$ cat src/rtl/dcfir_pkg.sv
package dcfir_pkg;

  localparam int unsigned MAX_TAPS   = 64;
  localparam int unsigned SAMP_W     = 16;
  localparam int unsigned COEF_IDX_W = 6;
  localparam int unsigned OUT_W      = 32;
  localparam int unsigned DEC_W      = 9;
  localparam int unsigned TAPS_W     = 7;
  localparam int unsigned PHASE_W    = 8;
  localparam int unsigned CFG_IDX_W  = 1;
  localparam int unsigned CFG_DATA_W = 9;
  // one complex product term: difference or sum of two 16x16 products
  localparam int unsigned PROD_W     = 2 * SAMP_W + 1;

  typedef enum logic {
    OP_FILTER = 1'b0,
    OP_LOAD   = 1'b1
  } opcode_e;

  typedef enum logic [CFG_IDX_W-1:0] {
    CFG_DECIMATION = 1'b0,
    CFG_TAP_COUNT  = 1'b1
  } cfg_reg_e;

  typedef enum logic [1:0] {
    ST_IDLE = 2'b01,
    ST_BUSY = 2'b10
  } state_e;

  // broadcast from the controller to every cell
  typedef struct packed {
    logic                    shift;
    logic                    load;
    logic [COEF_IDX_W-1:0]   index;
    logic signed [SAMP_W-1:0] coef_i;
    logic signed [SAMP_W-1:0] coef_q;
  } cell_ctrl_t;

endpackage

$ cat src/rtl/dcfir_cell.sv
module dcfir_cell #(
  parameter int unsigned CellIdx = 0,
  parameter int unsigned AccW    = 40
) (
  input  logic                                    clk_i,
  input  logic                                    rst_ni,
  input  dcfir_pkg::cell_ctrl_t                   ctrl_i,
  input  logic                                    tap_en_i,
  input  logic signed [dcfir_pkg::SAMP_W-1:0]     samp_i_i,
  input  logic signed [dcfir_pkg::SAMP_W-1:0]     samp_q_i,
  output logic signed [dcfir_pkg::SAMP_W-1:0]     samp_i_o,
  output logic signed [dcfir_pkg::SAMP_W-1:0]     samp_q_o,
  input  logic signed [AccW-1:0]                  acc_i_i,
  input  logic signed [AccW-1:0]                  acc_q_i,
  output logic signed [AccW-1:0]                  acc_i_o,
  output logic signed [AccW-1:0]                  acc_q_o
);

  localparam int unsigned SW = dcfir_pkg::SAMP_W;
  localparam int unsigned PW = dcfir_pkg::PROD_W;

  logic signed [SW-1:0]   samp_i_q, samp_q_q, coef_i_q, coef_q_q;
  logic signed [2*SW-1:0] m_ii, m_qq, m_iq, m_qi;
  logic signed [PW-1:0]   prod_i_d, prod_q_d, prod_i_q, prod_q_q;
  logic signed [AccW-1:0] acc_i_d, acc_q_d, acc_i_q, acc_q_q;
  logic                   coef_hit;

  assign coef_hit = ctrl_i.load && (int'(ctrl_i.index) == CellIdx);

  // delay line tap and coefficient slot
  always_ff @(posedge clk_i or negedge rst_ni) begin
    if (!rst_ni) begin
      samp_i_q <= '0;
      samp_q_q <= '0;
      coef_i_q <= '0;
      coef_q_q <= '0;
    end else begin
      if (ctrl_i.shift) begin
        samp_i_q <= samp_i_i;
        samp_q_q <= samp_q_i;
      end
      if (coef_hit) begin
        coef_i_q <= ctrl_i.coef_i;
        coef_q_q <= ctrl_i.coef_q;
      end
    end
  end

  assign m_ii = (2*SW)'(samp_i_q) * (2*SW)'(coef_i_q);
  assign m_qq = (2*SW)'(samp_q_q) * (2*SW)'(coef_q_q);
  assign m_iq = (2*SW)'(samp_i_q) * (2*SW)'(coef_q_q);
  assign m_qi = (2*SW)'(samp_q_q) * (2*SW)'(coef_i_q);

  assign prod_i_d = PW'(m_ii) - PW'(m_qq);
  assign prod_q_d = PW'(m_iq) + PW'(m_qi);

  // partial sum arrives from the previous cell, leaves in the next cycle
  assign acc_i_d = acc_i_i + (tap_en_i ? AccW'(prod_i_q) : '0);
  assign acc_q_d = acc_q_i + (tap_en_i ? AccW'(prod_q_q) : '0);

  always_ff @(posedge clk_i) begin
    prod_i_q <= prod_i_d;
    prod_q_q <= prod_q_d;
    acc_i_q  <= acc_i_d;
    acc_q_q  <= acc_q_d;
  end

  assign samp_i_o = samp_i_q;
  assign samp_q_o = samp_q_q;
  assign acc_i_o  = acc_i_q;
  assign acc_q_o  = acc_q_q;

endmodule

$ cat config.mk
export PLATFORM = sky130hd
export DESIGN_NAME = dcfir_cell
export DESIGN_NICKNAME = d
export VERILOG_FILES = /design/src/rtl/dcfir_pkg.sv /design/src/rtl/dcfir_cell.sv
export SDC_FILE = /design/constraint.sdc
export NUM_CORES = 2
export LEC_CHECK = 0
export BUFFER_PORTS_ARGS = -buffer_cell sky130_fd_sc_hd__clkbuf_2
export CAP_MARGIN = 20
export CORE_MARGIN = 2
export CORE_UTILIZATION = 40
export CTS_BUF_LIST = sky130_fd_sc_hd__clkbuf_4
export CTS_CLUSTER_SIZE = 16
export DETAILED_ROUTE_END_ITERATION = 10
export PLACE_DENSITY = 0.68
export SKIP_LAST_GASP = 1
export SLEW_MARGIN = 10
export SYNTH_ARGS = -nofsm -noshare
export SYNTH_HDL_FRONTEND = slang
export SYNTH_SLANG_ARGS = --single-unit
$ cat constraint.sdc
create_clock -name clk_i -period 7.8 [get_ports clk_i]
set_clock_uncertainty 0.05 [all_clocks]
set_input_delay 0.78 -clock clk_i [delete_from_list [all_inputs] [get_ports clk_i]]
set_output_delay 0.78 -clock clk_i [all_outputs]
set_load 0.005 [all_outputs]
Yosys cells after proc, flatten, opt, wreduce, memory -nomap -nowiden
Cells that the tools add are included.

Input port bits: 155. Word-level logic and storage cells: 20. Bits in registers: 210.

Reductions and logical operators: 2. Multiplexer cells: 2. $add $sub $neg: 4. $mul: 4.

Operator list (count): $mul A16 B16 Y32 (4); $add A40 B40 Y40 (2); $mux W40 (2); $add A32 B32 Y33 (1); $sub A32 B32 Y33 (1); $logic_not A6 Y1 (1); $logic_and A1 B1 Y1 (1).

Logic depth before layout (Yosys ltp)
Depth in word-level cells: 2. Gate-level depth with buffers: 29. Depth with buffers taken out: 28.

Worst setup path before layout
Ideal clock, no wire load.

Kind: flip-flop to flip-flop. From: register samp_q_q[15] (netlist: samp_q_o[15]). To: register prod_i_q[32]. Data arrival time: 7.353 ns. Cell stages (with the launch flop): 26. Path buffers: 1. Slack: 0.277 ns. Path through: dfrtp_1 clkbuf_1 nand2_1 inv_1 fa_1 inv_1 fa_1 inv_1 fa_1 fa_1 inv_1 fa_1 fa_1 fa_1 inv_1 fa_1 inv_1 ha_1 or2_2 a21oi_1 a31oi_1 a41oi_1 a221oi_1 or4_1 a21oi_1 xnor2_1.

Cells in the longest elaborated chain, start to end: 2.

RTL lines: start, declared (line dcfir_cell.sv:22) `logic signed [SW-1:0] samp_i_q, samp_q_q, coef_i_q, coef_q_q;`; start signal, assigned (line dcfir_cell.sv:40) `samp_q_q <= samp_q_i;`; $mul A16 B16 Y32 (line dcfir_cell.sv:50) `assign m_qq = (2*SW)'(samp_q_q) * (2*SW)'(coef_q_q);`; $sub A32 B32 Y33 (line dcfir_cell.sv:54) `assign prod_i_d = PW'(m_ii) - PW'(m_qq);`; net prod_i_d[32] (line dcfir_cell.sv:24) `logic signed [PW-1:0] prod_i_d, prod_q_d, prod_i_q, prod_q_q;`; end signal, assigned (line dcfir_cell.sv:62) `prod_i_q <= prod_i_d;`; end, declared (line dcfir_cell.sv:24).

The timed path passes the listed nets, and every way through them passes these cells. A chain may end at the register's enable or synchronous reset.

Worst setup path in the final report
From: register samp_i_q[6] (netlist: samp_i_o[6]). To: register prod_i_q[27].

Cells in the longest elaborated chain, start to end: 2.

RTL lines: start, declared (line dcfir_cell.sv:22); start signal, assigned (line dcfir_cell.sv:39) `samp_i_q <= samp_i_i;`; $mul A16 B16 Y32 (line dcfir_cell.sv:49) `assign m_ii = (2*SW)'(samp_i_q) * (2*SW)'(coef_i_q);`; $sub A32 B32 Y33 (line dcfir_cell.sv:54); net prod_i_d[27] (line dcfir_cell.sv:24).

The timed path passes the listed nets, and every way through them passes these cells.

==> metrics.md <==
| Metric | Value |
|---|---|
| Status | complete, but fails checks |
| Failing checks | DRC |
| Mapped Nets | approximately 7.0k |
| Ys async rst share | 0.305 |
| Fin. max-slew vios | 0 |
| Slew @ Worst Pin | roughly 960 ps |
| Crit path DAT | 8370 ps |
| Setup-failing EPs final | 0 |
| Crit path top cell by count | fa_1 |
| Register area | roughly 4600 um^2 |
| CP Max Fanout | 8 |
| TritonCTS clock tree | built |
| Share of cells above drive strength 1 | 0.131 |
| Final std cells w/o fill | between 7k and 8k |
| Final count of hold timing violations | 0 |
| Cells after Synth | 5258 |
| DPL Wire Length | around 110000 um |
| DR vias/cell | between 4 and 5 |
| Root Driver | clkbuf_4 |
| Post-synth EDFFs | 0 |
| CP Launch Type | flop |
| GR Util All Layers | 0.212 |
| Maximum clock rate | 133 MHz |
| DRC viols | 39 |
| H-tree Lvls | 3 |
| DR vias | 36.3k |
| DP Worst Slack | 106 ps |
| Initial antenna violation count | 10 |
| Vias in the first global route | slightly below 40k |
| Hold Crit Class | input pin to flop |
| Largest net degree at the start of global routing | 48 |
| Max-cap violations | 0 |
| Ys Warns | 0 |
| Yosys reg bits | 210 |
| Clk Latency, worst-skew pair | 1040 ps |
| Fillers | 11.7k |
| Yosys top cell area share | 0.471 |
| Setup CP Type | flop to flop |
| Row Count | ~130 |
| Core area | approximately 120000 um^2 |
| Ys flop type | dfxtp_1 |
| Leading area contributor after synthesis | fa_1 |
| Global-route wire length before repair | ~210000 um |
| Initial Util | 0.403 |
| Sequential share of the synthesized area | 0.0906 |
| Post-DRT Antenna Nets | 0 |
| RePlAce Congestion | between 0.9 and 1 |
| First-pass DRT Iterations | 11 |
| Placed insts | around 7.2k |
| Max stage delay on crit path | about 550 ps |
| Clock Tree Buf Depth | 3 |
| Hold Crit Start | samp_i_i[7] |
| WL/cell | approximately 18 um |
| Port bufs | between 200 and 300 |
| Total global routing overflow | 0 |
| Critical Path RT | approximately 8600 ps |
| Reg2Reg Launch Point | samp_i_o[6] |
| Num CTS Buffers | 76 |
| Crit path time final | 7540 ps |
| Mapped cell area | 49900 um^2 |
| Crit end category | flop |
| Max_slew headroom | 0.361 |
| Die Ht | roughly 360 um |
| Final setup margin | ~260 ps |
| Commonest non-fill, non-tap cells in the layout | inv_1 (1327), fa_1 (1170), nand2_1 (559) |
| Post-Route Setup TNS | 0 ps |
| Worst setup path startpoint | samp_i_o[6] |
| Finished Core Util | 0.459 |
| Clk sink count | 210 |
| Die footprint | between 100000 and 150000 um^2 |
| First DRT Iteration DRCs | between 2k and 2.5k |
| Synth area leaders | fa_1 (47%), inv_1 (10%), ha_1 (9.7%) |
| Nets@finish | 7425 |
| Crit share post-route | 0.966 |
| Area grow syn2layout | 13.8% |
| Synthesized area per cell | about 9.5 um^2 |
| CP max stage cell | fa_1 |
| Most common cell after layout, fill and taps aside | inv_1 |
| Final wirelength | approximately 130000 um |
| I/O pin cnt | 267 |
| Distinct cell type count after synthesis | between 60 and 70 |
| Die width | approximately 360 um |
| CTS clk-pin slew, worst paths | ~70 ps |
| Multi-input logic area | between 30000 and 40000 um^2 |
cell type report:
cell class                      instances  share of cell area
Multi-Input combinational cell       3503               0.699
Inverter                             1331              0.0881
Sequential cell                       210              0.0801
Timing Repair Buffer                  585              0.0793
Tap cell                             1637              0.0361
Clock buffer                          102              0.0135
Clock inverter                         32             0.00342
Antenna cell                            6            0.000264
what timing repair did:
item	4_1_cts	5_1_grt
gates resized for setup	0	53
hold endpoints to repair	84	0
setup endpoints to repair	0	16
buffers inserted	0	17
hold buffers	68	0
registers in the layout (all words and copies together) (netlist names):
signal and count:
coef_i_q 16, acc_i_o 40, samp_i_o 16, samp_q_o 16, acc_q_o 40, coef_q_q 16
prod_i_q 33, prod_q_q 33
synthesized netlist by cell type, drive strengths merged, types with 21 or more instances:
cell type,number
inv,1331
fa,1175
nand2,560
and2,543
ha,388
clkbuf,207
dfxtp,146
nor2,131
xnor2,117
a21oi,113
dfrtp,64
mux2,63
a21o,60
o21ai,56
xor2,39
nand2b,28
nand3,24
o21a,21
worst paths after layout:
| kind | to | slack [ps] | cells past startpoint |
|---|---|---|---|
| max reg2reg | prod_i_q[27] | 260 | 28 |
| max | prod_i_q[27] | 260 | 28 |
| min reg2reg | acc_q_o[0] | 510 | 2 |
| max in group asynchronous | samp_i_o[1] | 6200 | 3 |
| min in group asynchronous | coef_q_q[0] | 140 | 2 |
| min | samp_i_o[7] | 130 | 2 |
metal layers:
layer,GRT usage,part of all wire,routed length [um],vias up
li1,-,-,-,16300
met1,0.283,0.41,53500,18500
met2,0.341,0.47,61500,1246
met3,0.0448,0.086,11300,199
met4,0.0744,0.033,4310,6
met5,0.00778,0.0012,161,-
worst max-delay path, delay by kind of cell (launching register included):
family          cells  cell delay (ps)
simple gates        3              360
flops               1              440
buf+inv             8              840
xor+xnor            1              130
compound gates      7             1290
fa+ha+maj           9             4280
metrics by stage:
step	instance area, um^2	hold WS [ps]
after floorplan	49900	434
after detailed placement	54700	509
after global placement	54700	518
after CTS	56400	8.23
final	56800	126
after global routing	56800	97.9
logic make-up (layout without fill, tap and decap cells):
| group | after synthesis | after routing | share of synthesized area |
|---|---|---|---|
| flip-flops | 210 | 210 | 0.0906 |
| buffers and inverters | 1545 | 2050 | 0.116 |
| adder cells (fa/ha/maj) | 1563 | 1563 | 0.568 |
| XOR/XNOR | 156 | 156 | 0.0274 |
| other | 0 | 6 | 0 |
| AO/OA/AOI/OAI | 361 | 361 | 0.0480 |
| multiplexers | 63 | 63 | 0.0142 |
| AND/OR/NAND/NOR | 1360 | 1360 | 0.135 |
Power is left out: the tool's default activity adds up to more than one toggle a clock period on the data nets, which glitch-free logic cannot reach.
